`src/hw/rtl/psc_pkg.sv`:
```
// Shared types, constants and helpers for the plane surface classifier.
package psc_pkg;

    localparam int MAX_PLANES = 64;
    localparam int PLANE_AW   = (MAX_PLANES > 1) ? $clog2(MAX_PLANES) : 1;
    localparam int PLANE_CW   = $clog2(MAX_PLANES + 1);

    localparam int QUEUE_DEPTH = 2;
    localparam int QUEUE_AW    = (QUEUE_DEPTH > 1) ? $clog2(QUEUE_DEPTH) : 1;
    localparam int QUEUE_CW    = $clog2(QUEUE_DEPTH + 1);

    localparam int CFG_IW = 3;
    localparam int CFG_DW = 16;

    localparam logic [CFG_IW-1:0] CFG_GRAV_X = 3'd0;
    localparam logic [CFG_IW-1:0] CFG_GRAV_Y = 3'd1;
    localparam logic [CFG_IW-1:0] CFG_GRAV_Z = 3'd2;
    localparam logic [CFG_IW-1:0] CFG_SPOS_X = 3'd3;
    localparam logic [CFG_IW-1:0] CFG_SPOS_Y = 3'd4;
    localparam logic [CFG_IW-1:0] CFG_SPOS_Z = 3'd5;

    // area 2.0 m^2 in Q8.8
    localparam logic [15:0] MIN_AREA = 16'd512;

    // cosine thresholds, scaled by 100 * 2^28
    localparam logic signed [43:0] COS_PAR  = 44'sd25232932864;
    localparam logic signed [43:0] COS_PERP = 44'sd9126805504;

    // distances in mm * 2^14
    localparam logic signed [35:0] HGT_MIN   = 36'sd11468800;
    localparam logic signed [35:0] HGT_MAX   = 36'sd32768000;
    localparam logic signed [35:0] BELOW_MAX = 36'sd1638400;

    typedef enum logic [1:0] {
        KIND_LOAD     = 2'd0,
        KIND_CLEAR    = 2'd1,
        KIND_CLASSIFY = 2'd2
    } kind_t;

    typedef enum logic [1:0] {
        CLS_NONE    = 2'd0,
        CLS_FLOOR   = 2'd1,
        CLS_CEILING = 2'd2,
        CLS_WALL    = 2'd3
    } surf_cls_t;

    typedef enum logic [2:0] {
        F_IDLE,
        F_GDOT,
        F_GSUM,
        F_GCLS,
        F_HDOT,
        F_HCHK,
        F_PUSH
    } front_state_t;

    typedef enum logic [1:0] {
        B_IDLE,
        B_EXEC,
        B_WALK,
        B_DRAIN
    } back_state_t;

    typedef struct packed {
        logic [1:0]         kind;
        logic [15:0]        plane_id;
        logic signed [15:0] normal_x;
        logic signed [15:0] normal_y;
        logic signed [15:0] normal_z;
        logic signed [15:0] center_x;
        logic signed [15:0] center_y;
        logic signed [15:0] center_z;
        logic [15:0]        area;
    } item_t;

    typedef struct packed {
        logic        accepted;
        logic [1:0]  surface_class;
        logic [15:0] floor_id;
        logic        floor_valid;
    } result_t;

    typedef struct packed {
        kind_t              kind;
        logic [15:0]        plane_id;
        logic signed [15:0] normal_x;
        logic signed [15:0] normal_y;
        logic signed [15:0] normal_z;
        logic signed [15:0] center_x;
        logic signed [15:0] center_y;
        logic signed [15:0] center_z;
        logic               pre_ok;
        surf_cls_t          cls;
        logic               floor_hit;
    } job_t;

    typedef struct packed {
        logic full;
        logic empty;
    } q_stat_t;

    function automatic logic signed [35:0] dot_sum(
        input logic signed [33:0] p0,
        input logic signed [33:0] p1,
        input logic signed [33:0] p2
    );
        return 36'(p0) + 36'(p1) + 36'(p2);
    endfunction

endpackage

```
`src/hw/rtl/psc_queue.sv`:
```
// Short job queue between the front end and the back end.
module psc_queue
    import psc_pkg::*;
(
    input  logic    clk,
    input  logic    rst_n,
    input  logic    push,
    input  job_t    push_data,
    input  logic    pop,
    output job_t    pop_data,
    output q_stat_t stat
);

    job_t slot_reg [QUEUE_DEPTH];
    logic [QUEUE_AW-1:0] wr_ptr_reg, wr_ptr_next;
    logic [QUEUE_AW-1:0] rd_ptr_reg, rd_ptr_next;
    logic [QUEUE_CW-1:0] cnt_reg, cnt_next;

    always_ff @(posedge clk)
    begin
        if (push)
        begin
            slot_reg[wr_ptr_reg] <= push_data;
        end
    end

    always_ff @(posedge clk or negedge rst_n)
    begin
        if (!rst_n)
        begin
            wr_ptr_reg <= '0;
            rd_ptr_reg <= '0;
            cnt_reg    <= '0;
        end
        else
        begin
            wr_ptr_reg <= wr_ptr_next;
            rd_ptr_reg <= rd_ptr_next;
            cnt_reg    <= cnt_next;
        end
    end

    always_comb
    begin
        wr_ptr_next = wr_ptr_reg;
        rd_ptr_next = rd_ptr_reg;
        cnt_next    = cnt_reg;
        if (push)
        begin
            wr_ptr_next = (wr_ptr_reg == QUEUE_AW'(QUEUE_DEPTH - 1)) ? '0 : wr_ptr_reg + 1'b1;
        end
        if (pop)
        begin
            rd_ptr_next = (rd_ptr_reg == QUEUE_AW'(QUEUE_DEPTH - 1)) ? '0 : rd_ptr_reg + 1'b1;
        end
        if (push && !pop)
        begin
            cnt_next = cnt_reg + 1'b1;
        end
        else if (pop && !push)
        begin
            cnt_next = cnt_reg - 1'b1;
        end
    end

    assign pop_data   = slot_reg[rd_ptr_reg];
    assign stat.full  = (cnt_reg == QUEUE_CW'(QUEUE_DEPTH));
    assign stat.empty = (cnt_reg == '0);

endmodule

```
`config.mk`:
```
export PLATFORM = sky130hd
export DESIGN_NAME = psc_queue
export DESIGN_NICKNAME = d
export VERILOG_FILES = /design/src/hw/rtl/psc_pkg.sv /design/src/hw/rtl/psc_queue.sv
export SDC_FILE = /design/constraint.sdc
export NUM_CORES = 1
export LEC_CHECK = 0
export BUFFER_PORTS_ARGS = -buffer_cell sky130_fd_sc_hd__buf_2
export CAP_MARGIN = 10
export CORE_MARGIN = 1.5
export CORE_UTILIZATION = 50
export CTS_CLUSTER_SIZE = 40
export DETAILED_ROUTE_END_ITERATION = 16
export HOLD_SLACK_MARGIN = 0.12
export PLACE_DENSITY = 0.77
export SLEW_MARGIN = 20
export SYNTH_ARGS = -nofsm -noshare
export SYNTH_HDL_FRONTEND = slang
export SYNTH_SLANG_ARGS = --single-unit
```
`constraint.sdc`:
```
create_clock -name clk -period 6.8 [get_ports clk]
set_input_delay 1.02 -clock clk [delete_from_list [all_inputs] [get_ports clk]]
set_output_delay 1.02 -clock clk [all_outputs]
set_load 0.005 [all_outputs]
```
# ---- Yosys cells after proc, flatten, opt, wreduce, memory -nomap -nowiden
# Memories as Yosys holds them, arrays and structs flattened.
# Cells that the tools add are included.
dict set report word_totals {
  word_cells 21
  mem_count 1
  mem_bits_rw 236
  input_bits 122
  out_inout_bits 120
  regBits 4
}
# name words word_bits rd rd_clocked_by_memory_dff wr line_no
set mem_list {}
lappend mem_list {slot_reg 2 118 1 0 1 psc_queue.sv:14} ;# job_t slot_reg [QUEUE_DEPTH];
dict set report op_classes {
  reduce_logical 6
  mux 6
  n_addsub 4
  eq_ne 1
}
# op n
set ops {}
lappend ops {{1-bit 2-to-1 mux} 4}
lappend ops {{2-bit 2-to-1 mux} 2}
lappend ops {{1-bit adder, second input constant} 2}
lappend ops {{2-bit by 1-bit adder with 2-bit output, second input constant} 1}
lappend ops {{2-bit equality test, second input constant} 1}
lappend ops {{1-bit logical AND} 2}
lappend ops {{1-bit zero test} 2}
lappend ops {{2-bit zero test} 1}
lappend ops {{2-bit nonzero test} 1}
lappend ops {{2-bit by 1-bit subtractor with 2-bit output, second input constant} 1}

# ---- Longest topological paths before layout
dict set report depth {
  depth_word 4
  depth_mapped 5
  ltp_nobuf 5
}

# ---- Worst setup path before layout
# No wires, ideal clock.
dict set report synth_path {
  path_kind {input to register}
  start {in push}
  end {mem slot_reg[0][0] (netlist bit) (enable)}
  required_time_ps 6190
  cell_stages 1
  arrival_ps 6141
  setup_slack_ps 49
  setup_time_ps 610
  path_buffers 0
  path_cell_list {nor2b_1}
}
dict set report synth_between {
  elab_chain_len 2
}
# item line_no
set synth_rtl {}
lappend synth_rtl {{start: declaration} psc_queue.sv:7} ;# input logic push,
lappend synth_rtl {{1-bit 2-to-1 mux} psc_queue.sv:21} ;# if (push)
lappend synth_rtl {{1-bit 2-to-1 mux (implied by the code)} psc_queue.sv:23} ;# slot_reg[wr_ptr_reg] <= push_data;
lappend synth_rtl {{end: declaration} psc_queue.sv:14}
# Every way passes these cells.

==> flow_summary.json <==
{
  "relSlewSlack": 0.299,
  "holdBufCountCts": 0,
  "setup_viol": 0,
  "wl_met3_um": 1290,
  "clkLatencyLatePin_ps": 500,
  "placedCellCount": 840,
  "period_needed_ps": 3830,
  "yosysMostFrequentCell": "edfxtp_1",
  "path_clk_slew_ps": 60,
  "routed-wl-met2_um": 8330,
  "path_cells": "buf_4 -> mux2_2 -> buf_2",
  "required_ps": 5780,
  "chipWidth_um": 135,
  "cts_inserted_buffers": 24,
  "final.setup.tns_ps": 0,
  "stdcell_count": 883,
  "final_area_um2": 10900,
  "vias_per_cell": 5.00,
  "routed_wl_um": 15900,
  "clock_sinks": 240,
  "crit_path_max_incr_delay_ps": 990,
  "synth_top_cell_by_area": "edfxtp_1",
  "rsz0062_at_grt": "no",
  "synth-seq-cells": 240,
  "cts_setup_buffers": 0,
  "yosys.area.top_type_share": 0.810,
  "startpoint_type": "flip-flop",
  "p_per_area_nw_per_um2": 403,
  "dieArea_um2": 18300,
  "worst-path-buf-inv": 2,
  "ios": 242,
  "cpMaxStageDelayCell": "dfrtp_4",
  "grt_pass1_vias": 4633,
  "multiInputGateArea_um2": 1420,
  "grt_max_degree": 79,
  "tightest_slew_ps": 1050,
  "gp_congestion": 0.754,
  "final_nets": 764,
  "synth_commonest_cells": "236 x edfxtp_1, 118 x mux2_2, 12 x buf_6",
  "worstPathArrival_ps": 2810,
  "grt_util_all_layers": 0.168,
  "register_area_um2": 7190,
  "maxUsedRoutingLayer": "met4",
  "fillCellCount": 1251,
  "ys_async_sr_fraction": 0.0167,
  "synth_nets": 506,
  "min_path_type": "primary input to async pin",
  "port_buffers": 241,
  "postRouteAntennaNets": 0,
  "antenna_found_initial": 2,
  "p_total_mw": 4.38,
  "cts_tree": "yes",
  "crit_fanout": 68,
  "synthTopCellsByArea": "edfxtp_1 81%, mux2_2 15%, buf_6 1.5%, dfrtp_1 1.1%, xor2_1 0.40%",
  "max_freq_mhz": 261,
  "post-dp-hpwl_um": 10300,
  "syn_to_final_growth_pct": 24.4,
  "fin_skew_ps": 8.15,
  "synth_ff_type": "edfxtp_1",
  "cts_resized": 0,
  "fp-row-count": 48,
  "ir_drop_mv": 0.215,
  "synth_edf_count": 236,
  "grt_pass1_wl_um": 23400,
  "coreArea_um2": 17200,
  "htreeDepth": 1,
  "setup.worst_path.class": "flip-flop to output port",
  "worst_setup_path_end_kind": "output port",
  "dpl_cell_area_um2": 10100,
  "fin_util": 0.633,
  "status": "complete, no violations",
  "wl_per_cell_um": 18.0,
  "cts_buffer_depth": 3,
  "dr.pass1.iters": 4,
  "drt-initial-drc-count": 247,
  "initial_core_util": 0.509,
  "ys_warn_count": 0,
  "drv_cap": 0,
  "vias": 4418,
  "syn_avg_cell_area_um2": 22.8,
  "grt_overflow": 0,
  "met1_length_um": 5960,
  "root_buffer": "clkbuf_16",
  "fp.dieH_um": 135,
  "synthCells": 383,
  "drv_slew": 0,
  "syn-cell-area_um2": 8740,
  "synth_cell_types": 12,
  "finalCritPeriodShare": 0.563,
  "ys_seq_area_frac": 0.822,
  "crit_family": "flip-flops",
  "drive_above_1_share": 0.602,
  "power.leakage_nw": 4.11,
  "largest_register_ffs": 236,
  "drc": 0,
  "reg2reg_slack_ps": 4470,
  "final_hold_viol_count": 0
}
==> per-stage QoR <==
| step | hold WS (ps) | setup WS [ps] |
|---|---|---|
| after global placement | 474 | 3480 |
| after global routing | 297 | 2780 |
| after detailed placement | 490 | 3430 |
| after floorplan | 453 | 48.5 |
| final | 323 | 2970 |
| after CTS | 305 | 2890 |
==> cell families (layout without fill, tap and decap cells) <==
logic type | count (synthesis) | count (layout) | share of synthesized area
adder cells (fa/ha/maj) | 1 | 1 | 0.00143
buffers and inverters | 14 | 287 | 0.0167
other | 0 | 2 | 0
XOR/XNOR | 5 | 5 | 0.00501
multiplexers | 118 | 118 | 0.152
flip-flops | 240 | 240 | 0.822
AND/OR/NAND/NOR | 5 | 5 | 0.00301
==> routing by layer <==
layer	track usage	vias to the layer above
li1	-	2043
met1	0.196	2173
met2	0.302	176
met3	0.0464	26
met4	0.0526	0
met5	0	-
==> cell type report <==
class,count,area share
repair buffers,245,0.114
clock inverters,11,0.00886
diodes,2,0.000460
clock buffers,30,0.0592
multi-input cells,129,0.131
inverters,1,0.000345
flip-flops and latches,240,0.661
well taps,225,0.0259
==> cell usage in the layout (no fill, tap or decap) <==
cell type	synthesis	layout
mux2_2	118	118
clkbuf_16	0	25
diode_2	0	2
nor2_1	2	2
dfrtp_1	4	3
nor2b_1	2	1
ha_1	1	1
bufinv_16	0	2
buf_4	1	4
dfrtp_4	0	1
nor2b_4	0	1
xor2_1	4	4
buf_2	0	241
clkinv_2	0	2
clkbuf_1	0	5
inv_1	1	1
edfxtp_1	236	236
clkinv_1	0	7
and2_4	0	1
xnor2_1	1	1
==> worst paths after layout <==
check | startpoint | endpoint | depth (start not counted)
max | rd_ptr_reg | pop_data[31] | 3
min | rst_n | rd_ptr_reg | 1
max reg2reg | wr_ptr_reg | slot_reg[1][6] | 2
min reg2reg | cnt_reg[1] | cnt_reg[1] | 1
max in group asynchronous | rst_n | rd_ptr_reg | 1
min in group clk | cnt_reg[1] | cnt_reg[1] | 1
==> power by group <==
| group | internal [mW] | switching (mW) |
|---|---|---|
| registers | 1.97 | 0.145 |
| clock network | 0.740 | 0.491 |
| logic | 0.555 | 0.481 |
| total | 3.26 | 1.12 |
No activity file was read; power rests on OpenSTA's default activity.
