--- src/hw/rtl/psc_pkg.sv ---
// Shared types, constants and helpers for the plane surface classifier.
package psc_pkg;

    localparam int MAX_PLANES = 64;
    localparam int PLANE_AW   = (MAX_PLANES > 1) ? $clog2(MAX_PLANES) : 1;
    localparam int PLANE_CW   = $clog2(MAX_PLANES + 1);

    localparam int QUEUE_DEPTH = 2;
    localparam int QUEUE_AW    = (QUEUE_DEPTH > 1) ? $clog2(QUEUE_DEPTH) : 1;
    localparam int QUEUE_CW    = $clog2(QUEUE_DEPTH + 1);

    localparam int CFG_IW = 3;
    localparam int CFG_DW = 16;

    localparam logic [CFG_IW-1:0] CFG_GRAV_X = 3'd0;
    localparam logic [CFG_IW-1:0] CFG_GRAV_Y = 3'd1;
    localparam logic [CFG_IW-1:0] CFG_GRAV_Z = 3'd2;
    localparam logic [CFG_IW-1:0] CFG_SPOS_X = 3'd3;
    localparam logic [CFG_IW-1:0] CFG_SPOS_Y = 3'd4;
    localparam logic [CFG_IW-1:0] CFG_SPOS_Z = 3'd5;

    // area 2.0 m^2 in Q8.8
    localparam logic [15:0] MIN_AREA = 16'd512;

    // cosine thresholds, scaled by 100 * 2^28
    localparam logic signed [43:0] COS_PAR  = 44'sd25232932864;
    localparam logic signed [43:0] COS_PERP = 44'sd9126805504;

    // distances in mm * 2^14
    localparam logic signed [35:0] HGT_MIN   = 36'sd11468800;
    localparam logic signed [35:0] HGT_MAX   = 36'sd32768000;
    localparam logic signed [35:0] BELOW_MAX = 36'sd1638400;

    typedef enum logic [1:0] {
        KIND_LOAD     = 2'd0,
        KIND_CLEAR    = 2'd1,
        KIND_CLASSIFY = 2'd2
    } kind_t;

    typedef enum logic [1:0] {
        CLS_NONE    = 2'd0,
        CLS_FLOOR   = 2'd1,
        CLS_CEILING = 2'd2,
        CLS_WALL    = 2'd3
    } surf_cls_t;

    typedef enum logic [2:0] {
        F_IDLE,
        F_GDOT,
        F_GSUM,
        F_GCLS,
        F_HDOT,
        F_HCHK,
        F_PUSH
    } front_state_t;

    typedef enum logic [1:0] {
        B_IDLE,
        B_EXEC,
        B_WALK,
        B_DRAIN
    } back_state_t;

    typedef struct packed {
        logic [1:0]         kind;
        logic [15:0]        plane_id;
        logic signed [15:0] normal_x;
        logic signed [15:0] normal_y;
        logic signed [15:0] normal_z;
        logic signed [15:0] center_x;
        logic signed [15:0] center_y;
        logic signed [15:0] center_z;
        logic [15:0]        area;
    } item_t;

    typedef struct packed {
        logic        accepted;
        logic [1:0]  surface_class;
        logic [15:0] floor_id;
        logic        floor_valid;
    } result_t;

    typedef struct packed {
        kind_t              kind;
        logic [15:0]        plane_id;
        logic signed [15:0] normal_x;
        logic signed [15:0] normal_y;
        logic signed [15:0] normal_z;
        logic signed [15:0] center_x;
        logic signed [15:0] center_y;
        logic signed [15:0] center_z;
        logic               pre_ok;
        surf_cls_t          cls;
        logic               floor_hit;
    } job_t;

    typedef struct packed {
        logic full;
        logic empty;
    } q_stat_t;

    function automatic logic signed [35:0] dot_sum(
        input logic signed [33:0] p0,
        input logic signed [33:0] p1,
        input logic signed [33:0] p2
    );
        return 36'(p0) + 36'(p1) + 36'(p2);
    endfunction

endpackage

--- src/hw/rtl/psc_front.sv ---
// Front end: config registers, item intake, area, orientation and height checks.
module psc_front
    import psc_pkg::*;
(
    input  logic              clk,
    input  logic              rst_n,
    input  logic              start,
    input  item_t             item,
    input  logic              cfg_we,
    input  logic [CFG_IW-1:0] cfg_index,
    input  logic [CFG_DW-1:0] cfg_data,
    input  q_stat_t           q_stat,
    output logic              busy,
    output logic              q_push,
    output job_t              q_data
);

    front_state_t state_reg, state_next;
    item_t item_reg;
    logic signed [15:0] grav_reg [3];
    logic signed [15:0] spos_reg [3];
    logic signed [33:0] prod_reg [3];
    logic signed [33:0] prod_next [3];
    logic signed [35:0] sum_reg, sum_next;
    logic pre_ok_reg, pre_ok_next;
    surf_cls_t cls_reg, cls_next;
    logic floor_hit_reg, floor_hit_next;
    logic signed [15:0] nvec [3];
    logic signed [15:0] cvec [3];
    logic signed [16:0] mul_a [3];
    logic signed [16:0] mul_b [3];
    logic signed [35:0] prod_sum;
    logic signed [43:0] sum_ext, a100;
    logic accept;

    assign accept = start && (state_reg == F_IDLE);

    assign nvec[0] = item_reg.normal_x;
    assign nvec[1] = item_reg.normal_y;
    assign nvec[2] = item_reg.normal_z;
    assign cvec[0] = item_reg.center_x;
    assign cvec[1] = item_reg.center_y;
    assign cvec[2] = item_reg.center_z;

    assign prod_sum = dot_sum(prod_reg[0], prod_reg[1], prod_reg[2]);
    assign sum_ext  = 44'(sum_reg);
    assign a100     = (sum_ext <<< 6) + (sum_ext <<< 5) + (sum_ext <<< 2);

    always_ff @(posedge clk or negedge rst_n)
    begin
        if (!rst_n)
        begin
            for (int i = 0; i < 3; i++)
            begin
                grav_reg[i] <= '0;
                spos_reg[i] <= '0;
            end
        end
        else if (cfg_we)
        begin
            case (cfg_index)
                CFG_GRAV_X: grav_reg[0] <= signed'(cfg_data);
                CFG_GRAV_Y: grav_reg[1] <= signed'(cfg_data);
                CFG_GRAV_Z: grav_reg[2] <= signed'(cfg_data);
                CFG_SPOS_X: spos_reg[0] <= signed'(cfg_data);
                CFG_SPOS_Y: spos_reg[1] <= signed'(cfg_data);
                CFG_SPOS_Z: spos_reg[2] <= signed'(cfg_data);
                default:    ;
            endcase
        end
    end

    always_ff @(posedge clk or negedge rst_n)
    begin
        if (!rst_n)
        begin
            state_reg <= F_IDLE;
        end
        else
        begin
            state_reg <= state_next;
        end
    end

    always_ff @(posedge clk)
    begin
        if (accept)
        begin
            item_reg <= item;
        end
        for (int i = 0; i < 3; i++)
        begin
            prod_reg[i] <= prod_next[i];
        end
        sum_reg       <= sum_next;
        pre_ok_reg    <= pre_ok_next;
        cls_reg       <= cls_next;
        floor_hit_reg <= floor_hit_next;
    end

    always_comb
    begin
        state_next = state_reg;
        case (state_reg)
            F_IDLE:
            begin
                if (start && (item.kind inside {KIND_LOAD, KIND_CLEAR}))
                begin
                    state_next = F_PUSH;
                end
                else if (start && (item.kind == KIND_CLASSIFY))
                begin
                    state_next = F_GDOT;
                end
            end
            F_GDOT:
            begin
                state_next = (item_reg.area < MIN_AREA) ? F_PUSH : F_GSUM;
            end
            F_GSUM: state_next = F_GCLS;
            F_GCLS:
            begin
                state_next = (a100 < -COS_PAR) ? F_HDOT : F_PUSH;
            end
            F_HDOT: state_next = F_HCHK;
            F_HCHK: state_next = F_PUSH;
            F_PUSH:
            begin
                if (!q_stat.full)
                begin
                    state_next = F_IDLE;
                end
            end
            default: state_next = F_IDLE;
        endcase
    end

    always_comb
    begin
        for (int i = 0; i < 3; i++)
        begin
            mul_a[i] = 17'(nvec[i]);
            mul_b[i] = (state_reg == F_HDOT) ? 17'(spos_reg[i]) - 17'(cvec[i])
                                             : 17'(grav_reg[i]);
            prod_next[i] = (state_reg inside {F_GDOT, F_HDOT})
                           ? 34'(mul_a[i]) * 34'(mul_b[i]) : prod_reg[i];
        end
        sum_next       = (state_reg == F_GSUM) ? prod_sum : sum_reg;
        pre_ok_next    = pre_ok_reg;
        cls_next       = cls_reg;
        floor_hit_next = floor_hit_reg;
        case (state_reg)
            F_IDLE:
            begin
                pre_ok_next    = 1'b1;
                cls_next       = CLS_NONE;
                floor_hit_next = 1'b0;
            end
            F_GDOT:
            begin
                if (item_reg.area < MIN_AREA)
                begin
                    pre_ok_next = 1'b0;
                end
            end
            F_GCLS:
            begin
                if (a100 < -COS_PAR)
                begin
                    cls_next = CLS_FLOOR;
                end
                else if (a100 > COS_PAR)
                begin
                    cls_next = CLS_CEILING;
                end
                else if ((a100 < COS_PERP) && (a100 > -COS_PERP))
                begin
                    cls_next = CLS_WALL;
                end
                else
                begin
                    pre_ok_next = 1'b0;
                end
            end
            F_HCHK:
            begin
                if ((prod_sum < HGT_MIN) || (prod_sum > HGT_MAX))
                begin
                    pre_ok_next = 1'b0;
                    cls_next    = CLS_NONE;
                end
                else
                begin
                    floor_hit_next = 1'b1;
                end
            end
            default: ;
        endcase
    end

    always_comb
    begin
        busy             = (state_reg != F_IDLE);
        q_push           = (state_reg == F_PUSH) && !q_stat.full;
        q_data.kind      = kind_t'(item_reg.kind);
        q_data.plane_id  = item_reg.plane_id;
        q_data.normal_x  = item_reg.normal_x;
        q_data.normal_y  = item_reg.normal_y;
        q_data.normal_z  = item_reg.normal_z;
        q_data.center_x  = item_reg.center_x;
        q_data.center_y  = item_reg.center_y;
        q_data.center_z  = item_reg.center_z;
        q_data.pre_ok    = pre_ok_reg;
        q_data.cls       = cls_reg;
        q_data.floor_hit = floor_hit_reg;
    end

endmodule

--- config.mk ---
export PLATFORM = sky130hd
export DESIGN_NAME = psc_front
export DESIGN_NICKNAME = d
export VERILOG_FILES = /design/src/hw/rtl/psc_pkg.sv /design/src/hw/rtl/psc_front.sv
export SDC_FILE = /design/constraint.sdc
export NUM_CORES = 2
export LEC_CHECK = 0
export BUFFER_PORTS_ARGS = -buffer_cell sky130_fd_sc_hd__clkbuf_2
export CAP_MARGIN = 0
export CORE_ASPECT_RATIO = 1.75
export CORE_MARGIN = 2
export CORE_UTILIZATION = 54
export CTS_BUF_LIST = sky130_fd_sc_hd__clkbuf_2 sky130_fd_sc_hd__clkbuf_4 sky130_fd_sc_hd__clkbuf_8
export CTS_CLUSTER_DIAMETER = 40
export DETAILED_ROUTE_END_ITERATION = 16
export HOLD_SLACK_MARGIN = 0.06
export PLACE_DENSITY = 0.73
export SETUP_SLACK_MARGIN = 0.4
export SLEW_MARGIN = 20
export SYNTH_ARGS = -nofsm -noshare
export SYNTH_HDL_FRONTEND = slang
export SYNTH_SLANG_ARGS = --single-unit
--- constraint.sdc ---
create_clock -name clk -period 12.3 [get_ports clk]
set_input_delay 1.23 -clock clk [delete_from_list [all_inputs] [get_ports clk]]
set_output_delay 1.23 -clock clk [all_outputs]
set_load 0.05 [all_outputs]
### Word-level counts from Yosys, hierarchy flattened

Memories as Yosys holds them, arrays and structs flattened.
Cells that the tools add are included.

| storage, ports and cells | value |
|---|---|
| bits in writable memories | 102 |
| input port bits | 155 |
| memories | 1 |
| output and inout port bits | 120 |
| bits in registers | 269 |
| word-level logic and storage cells | 111 |

Memories:

| name | depth | bits a word | rd ports | clocked after memory_dff | wr ports | RTL line | RTL |
|---|---|---|---|---|---|---|---|
| prod_reg | 3 | 34 | 3 | 0 | 3 | psc_front.sv:22 | `logic signed [33:0] prod_reg [3];` |

| operators by class | value |
|---|---|
| order comparisons | 7 |
| multipliers | 3 |
| mux-type cells | 25 |
| eq/ne operators | 22 |
| $add $sub $neg | 7 |
| reductions and logical operators | 26 |

Operator list:

| cell | number |
|---|---|
| $mux 34 | 3 |
| $mul 16x17->33 | 3 |
| $mux 17 | 3 |
| $sub 16x16->17 | 3 |
| $add 43x38->44 | 1 |
| $gt 44x35->1 const B | 1 |
| $gt 44x36->1 const B | 1 |
| $lt 44x35->1 const B | 1 |
| $lt 44x36->1 const B | 1 |
| $add 42x41->43 | 1 |
| $add 35x34->36 | 1 |
| $gt 36x26->1 const B | 1 |
| $lt 36x25->1 const B | 1 |
| $add 34x34->35 | 1 |
| $pmux 3 s7 | 1 |
| $lt 16x10->1 const B | 1 |
| $reduce_and 2->1 | 8 |
| $eq 3x3->1 const B | 5 |
| $ne 2x2->1 const B | 7 |
| $eq 3x2->1 const B | 4 |
| $mux 3 | 4 |
| $mux 2 | 5 |
| $eq 3x1->1 const B | 2 |
| $logic_not 3->1 | 2 |
| other kinds (17) | 29 |

### Longest topological paths before layout

| logic depth | value |
|---|---|
| depth in word-level cells | 8 |
| gate-level depth with buffers | 40 |
| depth with buffers taken out | 39 |

### Worst setup path after synthesis

No wires, ideal clock.

| path | value |
|---|---|
| kind | register to register |
| start point | register item_reg, in the netlist q_data[20] |
| end point | memory prod_reg[1][33] (netlist: prod_reg[0][67]), data pin |
| buffers on the path | 1 |
| library setup time | 0.260 ns |
| period minus slack after synthesis | 8.936 ns |
| arrival | 8.676 ns |
| setup slack | 3.364 ns |
| data required time | 12.040 ns |
| cell stages (with the launch flop) | 37 |
| path through | edfxtp_1 ha_1 fa_1 nor2b_1 o21ai_0 a21boi_0 o21ai_0 a21boi_0 o21ai_0 a21o_1 a21oi_1 xnor2_1 o21ai_0 clkbuf_1 nand2_1 fa_1 fa_1 fa_1 inv_1 fa_1 fa_1 inv_1 fa_1 inv_1 ha_1 a21o_1 a21o_1 a21oi_1 o311ai_0 a2111oi_0 or4_1 a31oi_1 a31oi_1 o21ai_0 a21o_1 a21oi_1 xnor2_1 |

RTL lines:

| item | RTL line | RTL |
|---|---|---|
| start: declaration | psc_front.sv:19 | `item_t item_reg;` |
| start signal: assignment | psc_front.sv:89 | `item_reg <= item;` |
| end: declaration | psc_front.sv:22 |  |

==> metrics.txt <==
outcome finished, final reports clean; per-cell routed wire length 19.6 µm; CTS Sinks 359; Worst Setup Slack, final 1.88 ns; post-synth top area share 35.1%; Synth Cell Area 0.0514 mm²; clk root buf clkbuf_8; relative slew slack 30.3%; Worst Path Arrival 10.89 ns; cts repair resizes 0; CTS tree yes; top post-synthesis cells by area fa_1 (35%), edfxtp_1 (15%), ha_1 (9.0%), inv_1 (7.7%), and2_1 (4.8%); RR Endpoint prod_reg[0][67]; Port-buffer cells 264; post-route ant nets 0; CTS clk-pin slew, worst paths 0.07 ns; syn avg cell area 10.0 µm²; DRC 0; GRT overflow 0; drt total wl 127 mm; layout cells sized above 1 11.0%; Setup crit end kind flop; core area 0.0943 mm²; r2r setup slk 1.88 ns; most frequent cell on the critical path fa_1; vias 36100; DRT Pass-1 Iters 7; Crit. Startpoint q_data[20]; Most used DFF post-synth edfxtp_1; initial core utilization 54.5%; Net count, final 6659; max FFs per register 114; sequential area share after synthesis 20.0%; via/cell ratio 5.56; ys async rst share 27.6%; Die Y 412 µm; antenna violations before repair 5; Layout fillers 8192; crit path to prod_reg[0][67]; type of origin of the critical path flop; Post-Syn Instances 5120; Crit-path slowest cell o21ai_2; Post-CTS Hold Fix Bufs 0; maximum capacitance violations 0; Hold Vio Cnt, Final 0; Clock Skews 0.0527 ns; Die Area 0.0977 mm²; Area Overhead vs Synth 6.36%; chip width 237 µm; EDFF count, synth 260; Final HPWL DP 104 mm; FP Rows 149; RePlAce Congestion 0.935; Iteration-0 DRC Markers 1948; worst hold path class in -> async; Final min period 10.42 ns; Top-Level Pins 275; RSZ-0062 raised after global routing false; actual slew at the worst max-slew pin 1.02 ns; area leader, netlist fa_1; H-tree levels 2; dpl ws 1.96 ns; crit path kind reg -> reg; #FFs+latches synth 359; crit share post-route 84.7%; maximum clock path buffer count 3; Setup violations, final 0; GRT Total Usage 27.0%; CTS Buf Count 59; R2R cell count 35; first-pass GRT wire length 204 mm; number of global-route vias before repair 39700; worst-path maximum fanout 8; unique cell type count in the Yosys netlist 79; hold slack final 0.355 ns; largest net degree at the start of global routing 81; clk_lat worst skew 0.77 ns; reg-to-reg startpoint q_data[20]; critical path required time 12.77 ns; worst stage delay on the critical path 0.72 ns; Fmax 96.0 MHz; Mapped Nets 6545; Warnings, synthesis 0; TNS Setup 0 ns; Post CTS Setup Buffer Count 0; Slew Viols, Final 0
## area by class of cell
type                       instances  area (µm²)  share of cell area (%)
antenna                            3        7.51                  0.0137
clock buffer                      71         908                    1.66
sequential                       359       10300                    18.8
inverter                        1050        3940                    7.21
tap                             1208        1510                    2.77
clock inverter                    39         400                   0.733
timing repair buffer             315        1710                    3.13
multi-input combinational       3449       35900                    65.7
## worst min-delay path by stage
stage          cells past startpoint    startpoint  slack (ns)      endpoint
2_1_floorplan                      1  grav_reg[30]        0.48  grav_reg[30]
3_3_place_gp                       1  grav_reg[30]        0.49  grav_reg[30]
3_5_place_dp                       1   spos_reg[0]        0.49   spos_reg[0]
4_1_cts                            1         rst_n        0.30  spos_reg[45]
5_1_grt                            1         rst_n        0.34  spos_reg[35]
6_report                           1         rst_n        0.35  spos_reg[35]
## per-layer routing
metal	wire length [µm]	global-route usage [%]	vias to the layer above	part of all wire, %
met4	10300	19.0	2	8.1
met3	6250	3.51	435	4.9
met2	66500	49.3	1134	52
met5	13	0	-	0.010
met1	44300	28.9	18400	35
li1	-	-	16100	-
## cells in the mapped netlist, drive strengths merged, types with 6 or more instances
master	number
a2111oi	7
a211oi	13
a21boi	15
a21o	91
a21oi	128
a31o	7
a31oi	31
and2	398
and3	20
buf	127
clkbuf	135
dfrtp	99
edfxtp	260
fa	900
ha	370
inv	1050
mux2	99
mux2i	7
nand2	548
nand2b	22
nand3	49
nand4	16
nor2	139
nor2b	25
nor3	33
nor4	10
o2111ai	6
o211ai	9
o21a	25
o21ai	126
o21bai	21
o22ai	6
o31a	6
o31ai	21
or2	19
or3	13
or4	8
xnor2	138
xor2	53
## critical path, delay by kind of cell, from the launching register on
family | cells | cell delay, ns
xor gates and xnor gates | 2 | 0.15
adders and majority gates | 9 | 4.21
buffers and inverters | 3 | 0.14
and+or+nand+nor | 4 | 0.66
DFF | 1 | 0.50
AOI/OAI and AO/OA | 17 | 4.51
## stage by stage
step / area (µm²) / cells / utilization, %
after floorplan: 51400 / 5120 / -
after global placement: 53300 / 6381 / 56.5
after detailed placement: 53300 / 6381 / 56.5
after CTS: 54600 / 6491 / 57.9
after global routing: 54600 / 6492 / 57.9
final: 54600 / 6494 / 57.9
## cells by family after synthesis
kind of cell / count (synthesis) / share of synthesized area [%]
mux: 106 / 2.31
buf+inv: 1312 / 10.5
simple gates: 1324 / 12.7
fa+ha+maj: 1270 / 44.1
flops: 359 / 20.0
xor+xnor: 191 / 3.26
compound gates: 558 / 7.14
## layout by cell type (no fill, tap or decap), types with 11 or more instances in the layout
cell      synthesis  layout
xnor2_1         138     138
nor3_1           33      32
nor2_1          139     138
a21o_1           91      91
and2_1          397     396
ha_1            370     370
nand3_1          49      49
or3_1            12      12
clkbuf_2          0     263
mux2_2           99      99
clkbuf_8          0      60
a21oi_1         126     126
a31oi_1          31      31
nand2_1         548     547
or2_2            19      19
fa_1            900     900
nor2b_1          25      25
inv_1          1050    1050
o31ai_1          21      12
nand2b_1         21      21
a21boi_0         13      13
o21bai_1         21      21
and3_1           20      20
o21ai_0         123     100
xor2_1           53      53
buf_4           117      51
a211oi_1         13      13
clkbuf_4          0      11
dfrtp_1          99      99
nand4_1          16      16
edfxtp_1        260     260
o21ai_1           3      16
o21a_1           25      25
Power is left out: the tool's default activity adds up to more than one toggle a clock period on the data nets, which glitch-free logic cannot reach.
